===== src/rtl/core/brbps_pkg.sv =====
`default_nettype none
package brbps_pkg;

  localparam int unsigned DEPTH_DEF    = 4096;
  localparam int unsigned MAX_PEEK_DEF = 64;

  // fixed field widths of the stream payloads
  localparam int unsigned IN_CNT_W    = 13;
  localparam int unsigned OUT_CNT_W   = 13;
  localparam int unsigned PLEN_W      = 7;
  localparam int unsigned BYTE_W      = 8;
  localparam int unsigned ACTION_W    = 3;
  localparam int unsigned IN_TDATA_W  = 56;
  localparam int unsigned IN_TUSER_W  = 4;
  localparam int unsigned OUT_TDATA_W = 40;

  // command queue between front and back
  localparam int unsigned Q_DEPTH = 4;
  localparam int unsigned Q_PTR_W = $clog2(Q_DEPTH);

  typedef enum logic [ACTION_W-1:0] {
    ACT_WRITE   = 3'd0,
    ACT_CONSUME = 3'd1,
    ACT_PEEK    = 3'd2,
    ACT_CLEAR   = 3'd3,
    ACT_STATUS  = 3'd4
  } action_t;

  typedef enum logic {
    ENT_SINGLE = 1'b0,
    ENT_PEEK   = 1'b1
  } ent_kind_t;

  typedef struct packed {
    ent_kind_t             kind;
    logic                  status;
    logic                  wr_en;
    logic [BYTE_W-1:0]     wr_byte;
    logic [PLEN_W-1:0]     run_len;
    logic [OUT_CNT_W-1:0]  valid_bytes;
    logic [OUT_CNT_W-1:0]  free_bytes;
  } q_meta_t;

endpackage
`default_nettype wire


===== src/rtl/core/brbps_queue.sv =====
`default_nettype none
module brbps_queue import brbps_pkg::*; #(
  parameter int unsigned ADDR_W = 12
) (
  input  logic              clk,
  input  logic              rst_n,
  input  logic              push,
  input  q_meta_t           push_meta,
  input  logic [ADDR_W-1:0] push_addr,
  output logic              full,
  output logic              q_valid,
  output q_meta_t           q_meta,
  output logic [ADDR_W-1:0] q_addr,
  input  logic              pop
);

  q_meta_t           meta_r [Q_DEPTH];
  logic [ADDR_W-1:0] addr_r [Q_DEPTH];
  logic [Q_PTR_W-1:0] wr_ptr_r, rd_ptr_r;
  logic [Q_PTR_W:0]   count_r;

  assign full    = (count_r == (Q_PTR_W+1)'(Q_DEPTH));
  assign q_valid = (count_r != '0);
  assign q_meta  = meta_r[rd_ptr_r];
  assign q_addr  = addr_r[rd_ptr_r];

  always_ff @(posedge clk) begin
    if (push) begin
      meta_r[wr_ptr_r] <= push_meta;
      addr_r[wr_ptr_r] <= push_addr;
    end
  end

  always_ff @(posedge clk) begin
    if (!rst_n) begin
      wr_ptr_r <= '0;
      rd_ptr_r <= '0;
      count_r  <= '0;
    end else begin
      if (push) begin
        wr_ptr_r <= wr_ptr_r + 1'b1;
      end
      if (pop) begin
        rd_ptr_r <= rd_ptr_r + 1'b1;
      end
      if (push && !pop) begin
        count_r <= count_r + 1'b1;
      end else if (pop && !push) begin
        count_r <= count_r - 1'b1;
      end
    end
  end

  a_no_overflow: assert property (@(posedge clk) disable iff (!rst_n)
    count_r <= (Q_PTR_W+1)'(Q_DEPTH) && !(pop && !q_valid))
    else $error("command queue overrun or underrun");

endmodule
`default_nettype wire


===== config.mk =====
export PLATFORM = sky130hd
export DESIGN_NAME = brbps_queue
export DESIGN_NICKNAME = d
export VERILOG_FILES = /design/src/rtl/core/brbps_pkg.sv /design/src/rtl/core/brbps_queue.sv
export SDC_FILE = /design/constraint.sdc
export NUM_CORES = 1
export LEC_CHECK = 0
export BUFFER_PORTS_ARGS = -buffer_cell sky130_fd_sc_hd__buf_4
export CORE_MARGIN = 10
export CORE_UTILIZATION = 57
export CTS_CLUSTER_SIZE = 14
export DETAILED_ROUTE_END_ITERATION = 16
export PLACE_DENSITY = 0.79
export SYNTH_ARGS = -nofsm -noshare
export SYNTH_HDL_FRONTEND = slang
export SYNTH_SLANG_ARGS = --single-unit
export TNS_END_PERCENT = 10

===== constraint.sdc =====
create_clock -name clk -period 3.3 [get_ports clk]
set_input_delay 0.99 -clock clk [delete_from_list [all_inputs] [get_ports clk]]
set_output_delay 0.99 -clock clk [all_outputs]
set_load 0.02 [all_outputs]

==> reports/results.txt <==
The routed layout has 3,837 vias. The worst-case setup slack after placement is 700 ps, and the die boundary height is 143 um. The final-stage net count is 549. The most used flip-flop cell after synthesis is edfxtp_1. For the number of warnings printed during yosys synthesis, the log shows 0. The tools report the starting density of the core as 58.5%. The actual slew at the worst max-slew pin was 632 ps. The die area was 0.0203 sq mm. Setup repair after global routing left no endpoint under its margin. Counting instances in the post-synthesis netlist gives the leading cell types as 224 x edfxtp_1, 56 x mux4_2, 9 x and2_1, 9 x dfxtp_1. The share of synthesized area in the top cell type comes to 78.6%.

The number of antenna diodes in the final layout is 0. Net switching is 21.9% of the power. Pin placement for this block handled 118 I/O pins. In the routed design, unresolved DRC markers number 0. Summed over all layers, the global routing overflow is 0. The number of synthesized flops with an enable pin is 224, and the weighted congestion reported at the end of routability-driven placement is 0.690.

The final critical delay including setup and external delays works out to 3080 ps. After synthesis the netlist holds a flip-flop and latch count of 233. TritonCTS built the clock tree. The run finished with clean final reports. Share of final-layout standard cells stronger than drive strength 1: 45.8%. For the overall global routing resource usage, the log shows 15.8%. Summed over all instances, the cell type with the most area after synthesis is edfxtp_1.

The logs give 335 for the cell count after synthesis and 29 for the largest net degree at the start of global routing. The number of slew-limit violations in the final report is 0, and the number of max-cap violations is 0. The tools report the post-route worst setup slack as 215 ps. The post-synth net total was 401. In this run the worst setup path terminates at q_addr[2]. The beginning of the worst register-to-register path is wr_ptr_r[0].

Maximum buffer depth of the clock tree: 3. In the synthesized netlist the async set-or-reset flop fraction comes to 0%. The first detailed-routing pass ran for 4 iterations. Along the worst path, the maximum fanout reaches 28. The clock net in this run drives a total of 233 sinks. Internal power comes to 5.20 mW.

The share of the Yosys chip area taken by registers is 80.7%. The highest clock rate was 0.324 GHz. The final layout contains routed wiring with a total length of 16,000 um. The worst setup path is launched from a flop. The first global-routing pass estimated 24,700 um of wire. Data on the critical path is required at its endpoint by 2310 ps. For the initial antenna violation count, the log shows 0. The cell area after synthesis was 0.00856 sq mm; the post-CTS setup buffer count was 0. The fraction of power consumed by combinational cells came out at 12.1%. The worst setup path is captured at a primary output.

The met1 usage in global routing was 21.1%. Global routing consumed, on the met3 layer, 4.24% of the routing resources. Across the VDD grid, the largest voltage drop is 0.427 mV.

The min-delay analysis places its worst path in the category flop to flop. The worst setup path category was flop to primary output. In this run the most used layer during global routing was met2.

Setup slack on the worst flop-to-flop path: 1490 ps. The detailed router finished its first iteration with 264 violations. Counting the buffers created by CTS gives 23.

The post-synthesis average cell area came out at 25.6 sq um. The hold violation total from the final report is 0. Yosys attributes the largest share of cell area to edfxtp_1 79%, mux4_2 15%, dfxtp_1 2.1%, buf_12 0.94%, ha_1 0.73%.

The count of H-tree levels built during CTS is 1, and the post-cts hold buffer count is 0. In this run the tightest slew margin relative to its limit is 57.8%. In this run, post-CTS repair resized a total of 0 instances.

Dividing the detail-routed via count by the number of cells gives 5.64. The run gives 0 as the final number of setup-violating endpoints. Summed over all nets, the switching power comes to 1.46 mW. The areal power density over the cells works out to 638 mW/mm^2. In the final routed layout, each cell accounts on average for 23.6 um. The number of antenna-violating nets in the routed design is 0, and the sequential share of power is 51.9%.

For the share of total power in the clock network, the log shows 36.0%. Once detailed placement completed, the half-perimeter wirelength came to 10,700 um. For the worst setup path, the data arrival time is 2090 ps.

For met2 alone, demand over resource in global routing was 25.9%. In this run the tool buffered the top-level ports with 117 buffer cells. Counting cells, the worst reg-to-reg path comes to 4.

After floorplanning, the core was divided into 44 placement rows. In this run the horizontal extent of the chip is 143 um. The worst register-to-register path ends at meta_r[0][27].

The number of global-route vias before repair was 4,279; the post-layout utilization of the core was 71.3%. The most common cell in the synthesized netlist is edfxtp_1. After clock tree synthesis, the clock-pin slew on the worst setup and hold paths is 60 ps. Of the available clock period, the critical path in the final layout requires 93.5%. For the final database, setup skew stands at 17.9 ps. The cell sitting at the root of the clock tree is a clkbuf_16. Total negative slack: 0 ps. The reported leakage power is 3.59 nW.

The core region area came out at 0.0146 sq mm. Counting distinct cell types in the post-synthesis netlist gives 21. The layout overhead on the synthesized area is 21.9%. For the latest clock arrival within the worst-skew pair, the log shows 490 ps.
-- stage by stage --
step	cell area (sq um)	total power [mW]	hold WS, ps	instances
2_1_floorplan	8560	3.98	467	335
3_3_place_gp	9750	4.31	487	642
3_5_place_dp	9750	4.34	499	642
4_1_cts	10400	6.72	509	680
5_1_grt	10400	6.90	545	680
6_report	10400	6.66	514	680
-- sequential cells by signal, summed over array words and instances (netlist names), named ones only --
signal	count
rd_ptr_r	2
meta_r	176
count_r	3
addr_r	48
wr_ptr_r	2
-- cell families (layout without fill, tap and decap cells) --
logic type               Yosys count  count (layout)  share of synthesized area, %
buffers and inverters             16             177                          1.67
multiplexers                      58              58                          15.0
flip-flops                       233             233                          80.7
AO/OA/AOI/OAI                      2               2                         0.146
AND/OR/NAND/NOR                   15              15                          1.08
adder cells (fa/ha/maj)            6               6                         0.964
XOR/XNOR                           5               5                         0.512
-- critical path, cell delays in order (launching register included) --
cell     delay (ps)
dfxtp_4         530
buf_12          280
mux4_2          560
buf_4           180
-- layer usage --
layer | up-vias | wire, um
li1 | 1712 | -
met1 | 1978 | 6450
met2 | 129 | 8140
met3 | 18 | 1210
met4 | 0 | 239
met5 | - | 0
-- cell type report --
type                    count  area (sq um)
well taps                 184           230
clock buffers              25           583
repair buffers            135          1080
fillers                   872          4200
multi-input cells          86          1520
flip-flops and latches    233          6910
inverters                   4          15.0
clock inverters            13           108
-- worst min-delay path by stage --
stage / from / endpoint / slack (ps) / cells after the start
final: count_r[2] / count_r[2] / 510 / 2
after global routing: count_r[2] / count_r[2] / 550 / 2
after CTS: count_r[2] / count_r[2] / 510 / 2
after detailed placement: count_r[2] / count_r[2] / 500 / 2
after global placement: count_r[2] / count_r[2] / 490 / 2
after floorplan: count_r[2] / count_r[2] / 470 / 2
-- power groups by stage --
stage               sequential (mW)  combinational (mW)  clock [mW]
finish                         3.45               0.808        2.40
global route                   3.47               0.867        2.56
CTS                            3.46               0.825        2.44
detailed placement             3.52               0.822           0
global placement               3.51               0.804           0
floorplan                      3.49               0.488           0
-- cells in the final DEF, fill, tap and decap left out, types with 3 or more instances in the layout --
master,count
edfxtp_1,224
buf_4,130
mux4_2,56
clkbuf_16,23
dfxtp_1,7
clkinv_1,6
and2_1,5
ha_1,5
clkinv_2,5
buf_12,5
inv_1,4
and2_2,4
xor2_1,3
Note: power is estimated with default switching activity, not from simulation.
