**src/rtl/core/brbps_pkg.sv**
```systemverilog
`default_nettype none
package brbps_pkg;

  localparam int unsigned DEPTH_DEF    = 4096;
  localparam int unsigned MAX_PEEK_DEF = 64;

  // fixed field widths of the stream payloads
  localparam int unsigned IN_CNT_W    = 13;
  localparam int unsigned OUT_CNT_W   = 13;
  localparam int unsigned PLEN_W      = 7;
  localparam int unsigned BYTE_W      = 8;
  localparam int unsigned ACTION_W    = 3;
  localparam int unsigned IN_TDATA_W  = 56;
  localparam int unsigned IN_TUSER_W  = 4;
  localparam int unsigned OUT_TDATA_W = 40;

  // command queue between front and back
  localparam int unsigned Q_DEPTH = 4;
  localparam int unsigned Q_PTR_W = $clog2(Q_DEPTH);

  typedef enum logic [ACTION_W-1:0] {
    ACT_WRITE   = 3'd0,
    ACT_CONSUME = 3'd1,
    ACT_PEEK    = 3'd2,
    ACT_CLEAR   = 3'd3,
    ACT_STATUS  = 3'd4
  } action_t;

  typedef enum logic {
    ENT_SINGLE = 1'b0,
    ENT_PEEK   = 1'b1
  } ent_kind_t;

  typedef struct packed {
    ent_kind_t             kind;
    logic                  status;
    logic                  wr_en;
    logic [BYTE_W-1:0]     wr_byte;
    logic [PLEN_W-1:0]     run_len;
    logic [OUT_CNT_W-1:0]  valid_bytes;
    logic [OUT_CNT_W-1:0]  free_bytes;
  } q_meta_t;

endpackage
`default_nettype wire

```
**src/rtl/core/brbps_front.sv**
```systemverilog
`default_nettype none
module brbps_front import brbps_pkg::*; #(
  parameter int unsigned DEPTH    = DEPTH_DEF,
  parameter int unsigned MAX_PEEK = MAX_PEEK_DEF,
  localparam int unsigned PTR_W   = $clog2(DEPTH)
) (
  input  logic                 clk,
  input  logic                 rst_n,
  input  logic                 in_valid,
  output logic                 in_ready,
  input  logic [ACTION_W-1:0]  in_action,
  input  logic [BYTE_W-1:0]    in_data_byte,
  input  logic                 in_block_first,
  input  logic [IN_CNT_W-1:0]  in_block_len,
  input  logic [IN_CNT_W-1:0]  in_skip_amount,
  input  logic [IN_CNT_W-1:0]  in_peek_offset,
  input  logic [PLEN_W-1:0]    in_peek_len,
  output logic                 push,
  output q_meta_t              push_meta,
  output logic [PTR_W-1:0]     push_addr,
  input  logic                 q_full
);

  localparam int unsigned CNT_W = PTR_W + 1;
  localparam int unsigned CMP_W = (CNT_W > IN_CNT_W + 1) ? CNT_W : IN_CNT_W + 1;

  logic [PTR_W-1:0] head_r, head_nxt;
  logic [PTR_W-1:0] tail_r, tail_nxt;
  logic [CNT_W-1:0] held_r, held_nxt;
  logic [CNT_W-1:0] space_r, space_nxt;
  logic [CNT_W-1:0] left_r, left_nxt;
  logic             blk_acc_r, blk_acc_nxt;

  logic [CNT_W-1:0] space_tmp;
  logic [CNT_W-1:0] head_sum;
  logic [CNT_W-1:0] peek_sum;
  logic [PTR_W-1:0] head_wrap;
  logic [PTR_W-1:0] peek_start;
  logic [PTR_W-1:0] tail_inc;
  logic             peek_bad;
  logic             st;
  logic             wr_en;
  ent_kind_t        kind;
  logic [PLEN_W-1:0] run_len;
  logic [PTR_W-1:0] addr_sel;

  assign in_ready = !q_full;
  assign push     = in_valid && in_ready;

  assign space_tmp = space_r + left_r;
  assign head_sum  = CNT_W'(head_r) + CNT_W'(in_skip_amount);
  assign peek_sum  = CNT_W'(head_r) + CNT_W'(in_peek_offset);
  assign head_wrap = (head_sum >= CNT_W'(DEPTH)) ? PTR_W'(head_sum - CNT_W'(DEPTH))
                                                 : PTR_W'(head_sum);
  assign peek_start = (peek_sum >= CNT_W'(DEPTH)) ? PTR_W'(peek_sum - CNT_W'(DEPTH))
                                                  : PTR_W'(peek_sum);
  assign tail_inc = (tail_r == PTR_W'(DEPTH - 1)) ? '0 : tail_r + 1'b1;
  assign peek_bad = (in_peek_len == '0) || (in_peek_len > PLEN_W'(MAX_PEEK)) ||
                    (CMP_W'(in_peek_offset) + CMP_W'(in_peek_len) > CMP_W'(held_r));

  always_comb begin
    head_nxt    = head_r;
    tail_nxt    = tail_r;
    held_nxt    = held_r;
    space_nxt   = space_r;
    left_nxt    = left_r;
    blk_acc_nxt = blk_acc_r;
    st          = 1'b0;
    wr_en       = 1'b0;
    kind        = ENT_SINGLE;
    run_len     = PLEN_W'(1);
    addr_sel    = tail_r;
    case (action_t'(in_action))
      ACT_WRITE: begin
        if (in_block_first) begin
          // return the unwritten part of the old reservation first
          space_nxt = space_tmp;
          left_nxt  = '0;
          if (CMP_W'(in_block_len) > CMP_W'(space_tmp)) begin
            blk_acc_nxt = 1'b0;
          end else begin
            blk_acc_nxt = 1'b1;
            space_nxt   = space_tmp - CNT_W'(in_block_len);
            left_nxt    = CNT_W'(in_block_len);
          end
        end
        if (!blk_acc_nxt) begin
          st = 1'b1;
        end else if (left_nxt == '0) begin
          st = !in_block_first;
        end else begin
          wr_en    = 1'b1;
          tail_nxt = tail_inc;
          held_nxt = held_r + 1'b1;
          left_nxt = left_nxt - 1'b1;
        end
      end
      ACT_CONSUME: begin
        if (CMP_W'(in_skip_amount) > CMP_W'(held_r)) begin
          st = 1'b1;
        end else begin
          head_nxt  = head_wrap;
          held_nxt  = held_r - CNT_W'(in_skip_amount);
          space_nxt = space_r + CNT_W'(in_skip_amount);
        end
      end
      ACT_PEEK: begin
        if (peek_bad) begin
          st = 1'b1;
        end else begin
          kind     = ENT_PEEK;
          run_len  = in_peek_len;
          addr_sel = peek_start;
        end
      end
      ACT_CLEAR: begin
        head_nxt    = '0;
        tail_nxt    = '0;
        held_nxt    = '0;
        space_nxt   = CNT_W'(DEPTH);
        left_nxt    = '0;
        blk_acc_nxt = 1'b0;
      end
      ACT_STATUS: begin
        st = 1'b0;
      end
      default: begin
        st = 1'b1;
      end
    endcase
  end

  always_comb begin
    push_meta.kind        = kind;
    push_meta.status      = st;
    push_meta.wr_en       = wr_en;
    push_meta.wr_byte     = in_data_byte;
    push_meta.run_len     = run_len;
    push_meta.valid_bytes = OUT_CNT_W'(held_nxt);
    push_meta.free_bytes  = OUT_CNT_W'(space_nxt);
    push_addr             = addr_sel;
  end

  always_ff @(posedge clk) begin
    if (!rst_n) begin
      head_r    <= '0;
      tail_r    <= '0;
      held_r    <= '0;
      space_r   <= CNT_W'(DEPTH);
      left_r    <= '0;
      blk_acc_r <= 1'b0;
    end else if (push) begin
      head_r    <= head_nxt;
      tail_r    <= tail_nxt;
      held_r    <= held_nxt;
      space_r   <= space_nxt;
      left_r    <= left_nxt;
      blk_acc_r <= blk_acc_nxt;
    end
  end

  a_space_conserved: assert property (@(posedge clk) disable iff (!rst_n)
    (CNT_W+1)'(held_r) + (CNT_W+1)'(space_r) + (CNT_W+1)'(left_r) == (CNT_W+1)'(DEPTH))
    else $error("held, free and reserved bytes do not add up to the ring size");

  a_left_needs_block: assert property (@(posedge clk) disable iff (!rst_n)
    left_r != '0 |-> blk_acc_r)
    else $error("bytes reserved without an accepted block");

  a_clear_empties: assert property (@(posedge clk) disable iff (!rst_n)
    push && in_action == ACT_CLEAR |=> held_r == '0 && space_r == CNT_W'(DEPTH) &&
                                       head_r == tail_r)
    else $error("clear did not empty the ring");

endmodule
`default_nettype wire

```
**config.mk**
```make
export PLATFORM = sky130hd
export DESIGN_NAME = brbps_front
export DESIGN_NICKNAME = d
export VERILOG_FILES = /design/src/rtl/core/brbps_pkg.sv /design/src/rtl/core/brbps_front.sv
export SDC_FILE = /design/constraint.sdc
export NUM_CORES = 1
export LEC_CHECK = 0
export ABC_AREA = 0
export ABC_CLOCK_PERIOD_IN_PS = 6200
export BUFFER_PORTS_ARGS = -buffer_cell sky130_fd_sc_hd__buf_2
export CAP_MARGIN = 5
export CORE_MARGIN = 5
export CORE_UTILIZATION = 49
export DETAILED_ROUTE_END_ITERATION = 16
export GPL_ROUTABILITY_DRIVEN = 0
export PLACE_DENSITY = 0.7
export SETUP_SLACK_MARGIN = 0.02
export SLEW_MARGIN = 30
export SYNTH_ARGS = -nofsm -noshare
export SYNTH_HDL_FRONTEND = slang
export SYNTH_SLANG_ARGS = --single-unit
```
**constraint.sdc**
```tcl
create_clock -name clk -period 6.2 [get_ports clk]
set_input_delay 0.31 -clock clk [delete_from_list [all_inputs] [get_ports clk]]
set_output_delay 0.31 -clock clk [all_outputs]
set_load 0.05 [all_outputs]
```
==> summary.md, run 1 <==
| Metric | Value |
|---|---|
| First-pass GRT wire length | approximately 42 mm |
| DP HPWL | 20.9 mm |
| Number of flops mapped to enable cells by yosys | 0 |
| Vias in the first global route | 8,205 |
| Overall Power | about 0.0016 W |
| RSZ-0062 raised after global routing | false |
| WL per Instance | 18.9 um |
| R2R Path Start | space_r[1] |
| Starting density of the core | 49.8% |
| Pwr Density | between 150 and 200 nW/um^2 |
| Crit path from | space_r[1] |
| FILL cells | about 1,600 |
| DRT antenna net count | 0 |
| Required @ worst endpoint | between 5 and 6 ns |
| Fin crit share | 93.9% |
| Vias post-DR | ~8,700 |
| Syn nets | 1,287 |
| Die width | roughly 140 um |
| Leakage power | between 4 and 5 nW |
| WP data arrival | 5.51 ns |
| Max frequency | 172 MHz |
| Top_reg_cell synth | dfxtp_1 |
| Bufs on Longest Clock Path | 2 |
| Max Cap Viol | 0 |
| Share of post-route cells with drive strength above 1 | 14.2% |
| Status | finished clean |
| Met2 wire len | ~12 mm |
| Clk slew on worst S/H paths | 0.06 ns |
| Global Route Usage Sum | a little over a quarter |
| Worst Skew | 0.00687 ns |
| Row cnt | 47 |
| #FFs+latches synth | 64 |
| Worst slew margin | between 30% and 40% |
| CTS Buf Count | 9 |
| Worst-path fanout max | 7 |
| Core ar. | 16,600 um^2 |
| Met1 wire length | ~12 mm |
| Fin. max-slew vios | 0 |
| Top-Level Pins | 120 |
| Hold_sp | in_block_len[8] |
| Iteration-0 DRC Markers | 672 |
| Port bufs | 103 |
| Final WS setup | between 0.3 and 0.4 ns |
| Max Used Layer | met4 |
| Pin count of the biggest net entering global routing | 44 |
| Die span in y | around 140 um |
| Setup crit end kind | output pin |
| Peak supply drop | around 0.14 mV |
| Syn_area_per_cell | approximately 7.4 um^2 |
| TritonCTS clock tree | yes |
| TNS Setup | 0 ns |
| Vias per cell | 6.11 |
| Dpl ws | 0.606 ns |
| # DRC | 0 |
| Post-layout util | 56.2% |
| Initial antenna violation count | 0 |
| Clock sink count | 64 |
| Post-Syn Instances | 1,123 |
| Mapped cell area | 8260 um^2 |
| Final Net Count | 1,363 |
| P&R area growth vs syn | 12.9% |
| Worst reg2reg setup slack | roughly 0.76 ns |
| Met3 wire len | 2.22 mm |
| HP Class | primary input to flop |
| Clock H-tree levels | 3 |
| Worst-skew pair later-pin latency | 0.35 ns |
| Seq/Total Area, Yosys | 15.5% |
| Detailed Route WL | roughly 27 mm |
| Die ar. | a little under 20,000 um^2 |
| Final hold vios | 0 |
| Congestion Overflow GR | 0 |
| Cell variety after synth | 80 |
| Critical path type | flop to output pin |
| CP Launch Type | flop |
| Ant diodes | 0 |
| Final min period | 5.82 ns |
| Drt first pass iters | 5 |
| Hold_buf cts | 0 |
| Worst Max-Slew Pin Slew | 0.966 ns |
| Setup violators final | 0 |
| CTS root buf | clkbuf_16 |
| Ys Warns | 0 |
| Asr flop ratio synth | 0% |
==> area by class of cell <==
class	count	area [um^2]	share of cell area [%]
clock buffer	9	225	2.41
clock inverter	7	168	1.80
inverter	77	289	3.10
multi-input combinational	931	6470	69.4
sequential	64	1280	13.7
tap	220	275	2.95
timing repair buffer	116	616	6.60
==> worst max-delay path, stage by stage, from the launching register on <==
cell       delay [ns]
dfxtp_1          0.45
ha_1             0.29
a211oi_1         0.32
o21ai_0          0.25
a21o_1           0.21
a21oi_1          0.17
xnor2_1          0.17
ha_1             0.33
a21o_1           0.20
a21oi_1          0.16
o21ai_0          0.11
a21oi_2          0.22
o21a_1           0.26
a2bb2oi_1        0.28
ha_1             0.21
o211ai_1         0.11
nor2_2           0.18
nand3_2          0.17
and4_1           0.26
and3_1           0.21
xnor2_1          0.12
o21ai_0          0.21
clkbuf_4         0.30
==> through the flow <==
step                      hold slack, ns  cell area, um^2  std cells
after floorplan                    0.450             8260       1123
after global placement             0.479             8900       1408
after detailed placement           0.485             8900       1408
after CTS                          0.267             9290       1424
after global routing               0.300             9330       1424
final                              0.275             9330       1424
==> layout by cell type, fill, tap and decap left out, drive strengths merged, types with 22 or more instances in the layout <==
cell	count
o21ai	87
nand2	104
inv	76
nor2	107
buf	115
o21a	22
nor3	36
a21oi	88
dfxtp	64
nand3	27
a21o	23
xnor2	52
ha	95
==> cell families (layout without fill, tap and decap cells) <==
family                     after synthesis  in the layout  share of synthesized area (%)
DFF                                     64             64                           15.5
AOI/OAI and AO/OA                      362            362                           29.3
adders and majority gates              102            102                           16.1
xor gates and xnor gates                73             73                           7.74
and+or+nand+nor                        368            368                           21.4
muxes                                   26             26                           3.36
buffers and inverters                  128            209                           6.59
==> registers in the layout (all words and copies together), names as in the netlist <==
register   count
tail_r        12
space_r       13
held_r        13
left_r        13
blk_acc_r      1
head_r        12
==> per-layer routing <==
metal,track usage (%),up-vias
li1,-,4258
met1,35.3,3999
met2,41.3,362
met3,5.52,75
met4,11.5,0
met5,0,-
==> Yosys cell counts, drive strengths merged (12+ instances only) <==
| cell type | instances | area [um^2] |
|---|---|---|
| inv | 76 | 285 |
| nor2 | 107 | 402 |
| and2 | 12 | 75.1 |
| clkbuf | 27 | 101 |
| nand3 | 27 | 140 |
| xor2 | 21 | 184 |
| a21o | 23 | 173 |
| nand2 | 104 | 390 |
| a31oi | 20 | 140 |
| xnor2 | 52 | 455 |
| buf | 24 | 154 |
| nor3 | 36 | 196 |
| o21ai | 87 | 439 |
| o21a | 22 | 165 |
| mux2i | 12 | 120 |
| mux2 | 14 | 158 |
| ha | 95 | 1190 |
| nor2b | 12 | 75.1 |
| nand4 | 12 | 75.1 |
| dfxtp | 64 | 1280 |
| a21oi | 88 | 452 |
==> where the power goes <==
part	switching [W]	internal [W]	leakage, nW
Clock	0.000225	0.000476	0.190
Sequential	0.0000120	0.000419	0.518
Combinational	0.000298	0.000173	3.45
==> worst paths after layout <==
path                                      end  cells after the start
worst min-delay path                left_r[8]                      3
worst max-delay path            push_meta[24]                     22
worst min register to register     tail_r[11]                      2
worst max register to register     left_r[11]                     22
==> what timing repair did <==
action | 4_1_cts | 5_1_grt
setup endpoints to repair | 0 | 12
buffers inserted | 0 | 0
gates resized for setup | 0 | 8
No activity file was read; power rests on OpenSTA's default activity.
==> run 2, diff against run 1 <==
CORE_UTILIZATION = 30   (was 49)
PLACE_DENSITY = 0.47   (was 0.7)
==> run 2 against run 1 <==
  * Non-clock buffer count up 3
  * Wire length up 13%
  * Register-to-register slack better by 0.11 ns
  * Clock power down 20%
  * Clock skew up 0.0031 ns
  * Critical path depth up 2
  * Combinational power up 2%
  * First-iteration DRC count down 12%
==> summary.md, run 2 (same netlist as run 1, synthesis figures left out) <==
| Metric | Value |
|---|---|
| Layout Cells excl Fill | 1,548 (was 1,424) |
| Initial antenna violation count | 0 (unchanged) |
| FILL cells | 2,925 (was 1,598) |
| DP HPWL | 24.0 mm (was 20.9 mm) |
| Worst R2R Path Depth | 24 (was 22) |
| Worst reg2reg setup slack | 0.87 ns (was 0.76 ns) |
| Congestion Overflow GR | 0 (unchanged) |
| Die width | 176 um (was 140 um) |
| Leakage power | 4.12 nW (was 4.16 nW) |
| Final min period | 5.79 ns (was 5.82 ns) |
| CP max stage delay | 0.43 ns (was 0.45 ns) |
| Area of placed instances | 9050 um^2 (was 8900 um^2) |
| Vias post-DR | 8,533 (was 8,694) |
| Grt met1 use | 27.0% (was 35.3%) |
| Critical path depth | 24 (was 22) |
| Setup crit end kind | output pin (unchanged) |
| Drt first pass iters | 5 (unchanged) |
| Clock sink count | 64 (unchanged) |
| Dpl ws | 0.463 ns (was 0.606 ns) |
| CTS Buf Count | 9 (unchanged) |
| Worst Skew | 0.0100 ns (was 0.00687 ns) |
| Worst-path fanout max | 7 (unchanged) |
| Fin. max-slew vios | 0 (unchanged) |
| Worst Max-Slew Pin Slew | 0.856 ns (was 0.966 ns) |
| Iteration-0 DRC Markers | 591 (was 672) |
| WP data arrival | 5.48 ns (was 5.51 ns) |
| Crit path max-delay family | compound AO/OA/AOI/OAI gates (unchanged) |
| Worst slew margin | 42.9% (was 35.3%) |
| Global Route Usage Sum | 19.2% (was 26.4%) |
| Bufs on Longest Clock Path | 2 (unchanged) |
| Reg2reg end | left_r[9] (was left_r[11]) |
| Share of post-route cells with drive strength above 1 | 14.7% (was 14.2%) |
| Met2 usage | 31.6% (was 41.3%) |
| WL per Instance | 19.6 um (was 18.9 um) |
| Register Area | 1280 um^2 (unchanged) |
| P&R area growth vs syn | 14.1% (was 12.9%) |
| Area of all placed cells without fillers | 9420 um^2 (was 9330 um^2) |
| Crit path from | space_r[0] (was space_r[1]) |
| DRT antenna net count | 0 (unchanged) |
| Core ar. | 27,000 um^2 (was 16,600 um^2) |
| Area of the multi-input gates | 6480 um^2 (was 6470 um^2) |
| Grt peak-use layer | met2 (unchanged) |
| Final hold vios | 0 (unchanged) |
| Port bufs | 103 (unchanged) |
| Row cnt | 60 (was 47) |
| Final Net Count | 1,366 (was 1,363) |
| Die span in y | 176 um (was 140 um) |
| Die ar. | 30,900 um^2 (was 19,500 um^2) |
| Most frequent CP cell | ha_1 |
| Most frequent cells in the layout | nor2_1 (106), nand2_1 (104), buf_2 (101) (was nor2_1 (106), nand2_1 (104), buf_2 (102)) |
| Worst-path cell chain | ha_1, inv_1, fa_1, nor2b_1, o31a_1, o41ai_2, o21a_1, xnor2_1, ha_1, nand2_1, o21ai_0, a21oi_2, o21a_2, nor3_1, a21oi_1, ha_1, o211ai_1, nor2_2, a31oi_2, and2_2, nand4_1, xnor2_1, o21ai_0, buf_2 (was ha_1, a211oi_1, o21ai_0, a21o_1, a21oi_1, xnor2_1, ha_1, a21o_1, a21oi_1, o21ai_0, a21oi_2, o21a_1, a2bb2oi_1, ha_1, o211ai_1, nor2_2, nand3_2, and4_1, and3_1, xnor2_1, o21ai_0, clkbuf_4) |
| Pin count of the biggest net entering global routing | 44 (unchanged) |
| Critical path type | flop to output pin (unchanged) |
| Status | finished clean (unchanged) |
| Max Cap Viol | 0 (unchanged) |
| Setup violators final | 0 (unchanged) |
| Required @ worst endpoint | 5.89 ns (about the same) |
| Pwr Density | 156 nW/um^2 (was 172 nW/um^2) |
| HP Class | primary input to flop (unchanged) |
| Starting density of the core | 30.6% (was 49.8%) |
| Clock H-tree levels | 3 (unchanged) |
| Critical Path End | push_meta[16] (was push_meta[24]) |
| Peak supply drop | 0.0951 mV (was 0.145 mV) |
| Clk slew on worst S/H paths | 0.07 ns (was 0.06 ns) |
| Post-layout util | 34.9% (was 56.2%) |
| Vias in the first global route | 8,205 (unchanged) |
| CP bufs+invs | 2 (was 1) |
| Max frequency | 173 MHz (was 172 MHz) |
| Hold_buf cts | 0 (unchanged) |
| # DRC | 0 (unchanged) |
| Detailed Route WL | 30.4 mm (was 26.9 mm) |
| CP Launch Type | flop (unchanged) |
| Ant diodes | 0 (unchanged) |
| Top-Level Pins | 120 (unchanged) |
| Placed insts | 1,530 (was 1,408) |
| Worst-skew pair later-pin latency | 0.36 ns (was 0.35 ns) |
| R2R Path Start | space_r[0] (was space_r[1]) |
| First-pass GRT wire length | 46.9 mm (was 42.2 mm) |
| Critical-path top delay cell | dfxtp_1 (unchanged) |
| Vias per cell | 5.51 (was 6.11) |
| Commonest non-fill, non-tap cell in the layout | nor2_1 (unchanged) |
| Registers with the most flip-flops | held_r: 13 flops, left_r: 13 flops, space_r: 13 flops (unchanged) |
| M3 GR Usage | 2.20% (was 5.52%) |
| Final WS setup | 0.407 ns (was 0.381 ns) |
| CTS root buf | clkbuf_16 (unchanged) |
| Fin crit share | 93.4% (was 93.9%) |
| TritonCTS clock tree | yes (unchanged) |
[run 2: cell types whose count changed in the layout (fill, tap and decap cells not counted), moves of 2 or more]
| cell | previous run | this run |
|---|---|---|
| a211oi_2 | 0 | 2 |
| buf_4 | 13 | 17 |
| bufinv_16 | 5 | 1 |
| clkinv_4 | 2 | 0 |
| clkinvlp_4 | 0 | 3 |
| inv_6 | 0 | 3 |
| o21ai_0 | 84 | 82 |
| o21ai_1 | 2 | 4 |
[run 2: cell type report]
cell class,instances,share of cell area (%)
Multi-Input combinational cell,931,68.8
Timing Repair Buffer,119,6.80
Tap cell,341,4.53
Clock buffer,9,2.39
Clock inverter,7,0.837
Inverter,77,3.07
Sequential cell,64,13.6
[run 2: worst min path at each step]
stage	slack, ns	start	endpoint	depth (start not counted)
floorplan	0.45	tail_r[11]	tail_r[11]	2
detailed placement	0.50	tail_r[1]	tail_r[1]	2
finish	0.25	in_block_len[8]	left_r[8]	3
CTS	0.24	in_block_len[8]	left_r[8]	3
global route	0.28	in_block_len[8]	left_r[8]	3
global placement	0.50	tail_r[1]	tail_r[1]	2
[run 2: timing repair]
action | CTS | global route
setup endpoints to repair | 0 | 15
buffers inserted | 0 | 2
resized for setup | 0 | 15
[run 2: report_power, final]
group          switching, W  total (W)  internal, W
sequential        0.0000126   0.000432     0.000419
combinational      0.000303   0.000479     0.000176
clock              0.000243   0.000560     0.000316
total              0.000559    0.00147     0.000911
[run 2: worst register-to-register path, stage by stage, from the launching register on]
cell and delay (ns):
dfxtp_1 0.43, ha_1 0.24, inv_1 0.07, fa_1 0.40
nor2b_1 0.16, o31a_1 0.23, o41ai_2 0.10, o21a_1 0.24
xnor2_1 0.20, ha_1 0.31, a21oi_1 0.15, o21ai_0 0.12
a21oi_2 0.24, o21a_2 0.24, nor3_1 0.06, a21oi_1 0.19
ha_1 0.20, o211ai_1 0.10, nor2_2 0.18, nand3_2 0.19
and4_1 0.31, a31oi_4 0.27, nand2b_4 0.24, o21ai_0 0.10
a32o_1 0.27
[run 2: per-stage QoR]
stage / power, W / hold slack, ns / setup TNS, ns
floorplan: 0.000789 / 0.450 / 0
global placement: 0.000915 / 0.502 / 0
detailed placement: 0.000914 / 0.504 / 0
CTS: 0.00148 / 0.242 / 0
global route: 0.00154 / 0.278 / -0.0105
finish: 0.00147 / 0.247 / 0
[run 2: routing by layer]
metal	wire length [um]	share of wire, %	vias to the layer above
met5	0	0	-
met4	409	1.3	0
met3	1400	4.6	26
met2	13900	46	236
met1	14700	48	3998
li1	-	-	4273
==> run 3, diff against run 2 <==
ABC_CLOCK_PERIOD_IN_PS = 5000   (was 6200)
GPL_ROUTABILITY_DRIVEN = 1   (was 0)
PLACE_DENSITY = 0.49   (was 0.47)
clock period = 5 ns   (was 6.2 ns; I/O delays follow)
==> run 3 against run 2 <==
  * The run now ends with negative setup slack left
  * Clock-buffer cell count stayed put
  * Critical path depth stayed put
  * Total power is 28% higher
  * Global-route usage is 0.50 points higher
  * Final cell count is 5.4% higher
  * Sequential power is 24% higher
  * Critical path type unchanged
==> summary.md, run 3 (same netlist as run 1, synthesis figures left out) <==
| Metric | Value |
|---|---|
| Share of post-route cells with drive strength above 1 | 25.1% (was 14.7%) |
| Congestion Overflow GR | 0 (unchanged) |
| Iteration-0 DRC Markers | 455 (was 591) |
| Final Net Count | 1,447 (was 1,366) |
| Starting density of the core | 30.6% (unchanged) |
| Vias in the first global route | 8,575 (was 8,205) |
| Critical path type | flop to output pin (unchanged) |
| Failing checks | negative setup slack |
| Final WS setup | -0.0425 ns (was 0.407 ns) |
| Registers with the most flip-flops | held_r: 13 flops, left_r: 13 flops, space_r: 13 flops (unchanged) |
| Vias post-DR | 8,882 (was 8,533) |
| Worst-skew pair later-pin latency | 0.35 ns (was 0.36 ns) |
| Vias per cell | 5.45 (was 5.51) |
| Worst Skew | 0.00817 ns (was 0.0100 ns) |
| Area of placed instances | 9550 um^2 (was 9050 um^2) |
| Clock H-tree levels | 3 (unchanged) |
| First-pass GRT wire length | 48.3 mm (was 46.9 mm) |
| DRT antenna net count | 0 (unchanged) |
| Worst slew margin | 49.4% (was 42.9%) |
| Die span in y | 176 um (unchanged) |
| CP Launch Type | flop (unchanged) |
| Final min period | 5.04 ns |
| Initial antenna violation count | 4 (was 0) |
| Die ar. | 30,900 um^2 (unchanged) |
| Gpl congestion | 0.895 |
| Worst-path fanout max | 4 (was 7) |
| DP HPWL | 24.3 mm (was 24.0 mm) |
| # DRC | 0 (unchanged) |
| Clk slew on worst S/H paths | 0.06 ns (was 0.07 ns) |
| Hold_buf cts | 0 (unchanged) |
| Clock sink count | 64 (unchanged) |
| Peak supply drop | 0.173 mV (was 0.0951 mV) |
| Leakage power | 4.67 nW (was 4.12 nW) |
| Layout Cells excl Fill | 1,631 (was 1,548) |
| Fin crit share | 101% |
| Setup violators final | 3 (was 0) |
| Fin. max-slew vios | 0 (unchanged) |
| Max Cap Viol | 0 (unchanged) |
| TritonCTS clock tree | yes (unchanged) |
| Core ar. | 27,000 um^2 (unchanged) |
| Global Route Usage Sum | 19.7% (was 19.2%) |
| Detailed Route WL | 31.3 mm (was 30.4 mm) |
| Die width | 176 um (unchanged) |
| HP Class | primary input to flop (unchanged) |
| WL per Instance | 19.2 um (was 19.6 um) |
| Status | complete, but fails checks (was finished clean) |
| Pwr Density | 178 nW/um^2 (was 156 nW/um^2) |
| Row cnt | 60 (unchanged) |
| Worst Max-Slew Pin Slew | 0.759 ns (was 0.856 ns) |
| Required @ worst endpoint | 4.75 ns (was 5.89 ns) |
| Commonest non-fill, non-tap cell in the layout | nor2_1 (unchanged) |
| Placed insts | 1,586 (was 1,530) |
| Bufs on Longest Clock Path | 2 (unchanged) |
| WP data arrival | 4.79 ns (was 5.48 ns) |
| Most frequent cells in the layout | nor2_1 (106), nand2_1 (100), buf_4 (92) (was nor2_1 (106), nand2_1 (104), buf_2 (101)) |
| CTS root buf | clkbuf_16 (unchanged) |
| RSZ-0062 raised after global routing | true |
| Area of all placed cells without fillers | 10,600 um^2 (was 9420 um^2) |
| Pin count of the biggest net entering global routing | 36 (was 44) |
| Max frequency | 198 MHz |
| Final hold vios | 0 (unchanged) |
| Drt first pass iters | 5 (unchanged) |
| Port bufs | 103 (unchanged) |
| CTS Buf Count | 9 (unchanged) |
| Top-Level Pins | 120 (unchanged) |
| P&R area growth vs syn | 28.5% (was 14.1%) |
| Setup crit end kind | output pin (unchanged) |
==> run 3: cell types whose count changed in the layout (fill, tap and decap cells not counted), sizes merged <==
cell and change:
buf +79, clkinv +4, inv -3, bufbuf +2
diode +2, clkinvlp -1
==> run 3: layout make-up <==
cell class	count	area, um^2
diodes	2	5.00
fillers	2818	16400
inverters	77	289
well taps	341	427
repair buffers	200	1470
clock buffers	9	225
multi-input cells	931	6840
flip-flops and latches	64	1290
clock inverters	7	72.6
==> run 3: through the flow <==
step	hold WS [ns]	power, W	TNS (ns)	worst slack (ns)	utilization [%]
6_report	0.233	0.00189	-0.0638	-0.0425	39.3
5_1_grt	0.241	0.00199	-3.12	-0.267	39.3
4_1_cts	0.220	0.00187	-0.267	-0.0798	38.0
3_5_place_dp	0.480	0.00117	-1.78	-0.105	35.3
3_3_place_gp	0.479	0.00117	-0.0227	-0.0227	35.3
2_1_floorplan	0.413	0.000981	-0.209	-0.209	-
==> run 3: final timing paths <==
| kind | to | startpoint | depth (start not counted) | slack, ns |
|---|---|---|---|---|
| setup / recovery | push_meta[24] | space_r[1] | 24 | -0.04 |
| hold / removal | left_r[8] | in_block_len[8] | 3 | 0.23 |
| setup reg to reg | left_r[11] | space_r[1] | 25 | 0.09 |
| hold reg to reg | tail_r[11] | tail_r[11] | 2 | 0.49 |
==> run 3: routing by layer <==
layer,routed length (um),up-vias,global-route usage [%]
li1,-,4450,-
met1,14100,4146,25.3
met2,14800,229,33.2
met3,1470,53,3.29
met4,945,4,7.18
met5,27,-,0
==> run 3: critical path: stages (launching register included) <==
cell      delay (ns)
dfxtp_2         0.33
ha_1            0.33
a211oi_4        0.26
o21ai_2         0.11
buf_4           0.15
a21o_1          0.17
a21oi_2         0.18
xnor2_2         0.14
ha_1            0.26
a21o_1          0.20
a21oi_2         0.16
o21ai_2         0.07
a21oi_2         0.22
o21a_4          0.21
nor3_4          0.04
a21oi_2         0.13
ha_2            0.19
o211ai_1        0.10
nor2_2          0.18
nand3_2         0.15
and4_4          0.22
and3_4          0.19
xnor2_2         0.13
o21ai_2         0.15
buf_6           0.18
==> run 3: where the power goes <==
| group | switching [W] | internal [W] |
|---|---|---|
| registers | 0.0000143 | 0.000520 |
| logic | 0.000407 | 0.000277 |
| clock network | 0.000283 | 0.000387 |
| total | 0.000704 | 0.00118 |
==> run 3: timing repair <==
item,4_1_cts,5_1_grt
hold endpoints to repair,0,0
gates cloned,2,0
buffers inserted,9,16
gates resized for setup,82,54
endpoints found under the setup margin,39,47
pin swaps,30,35
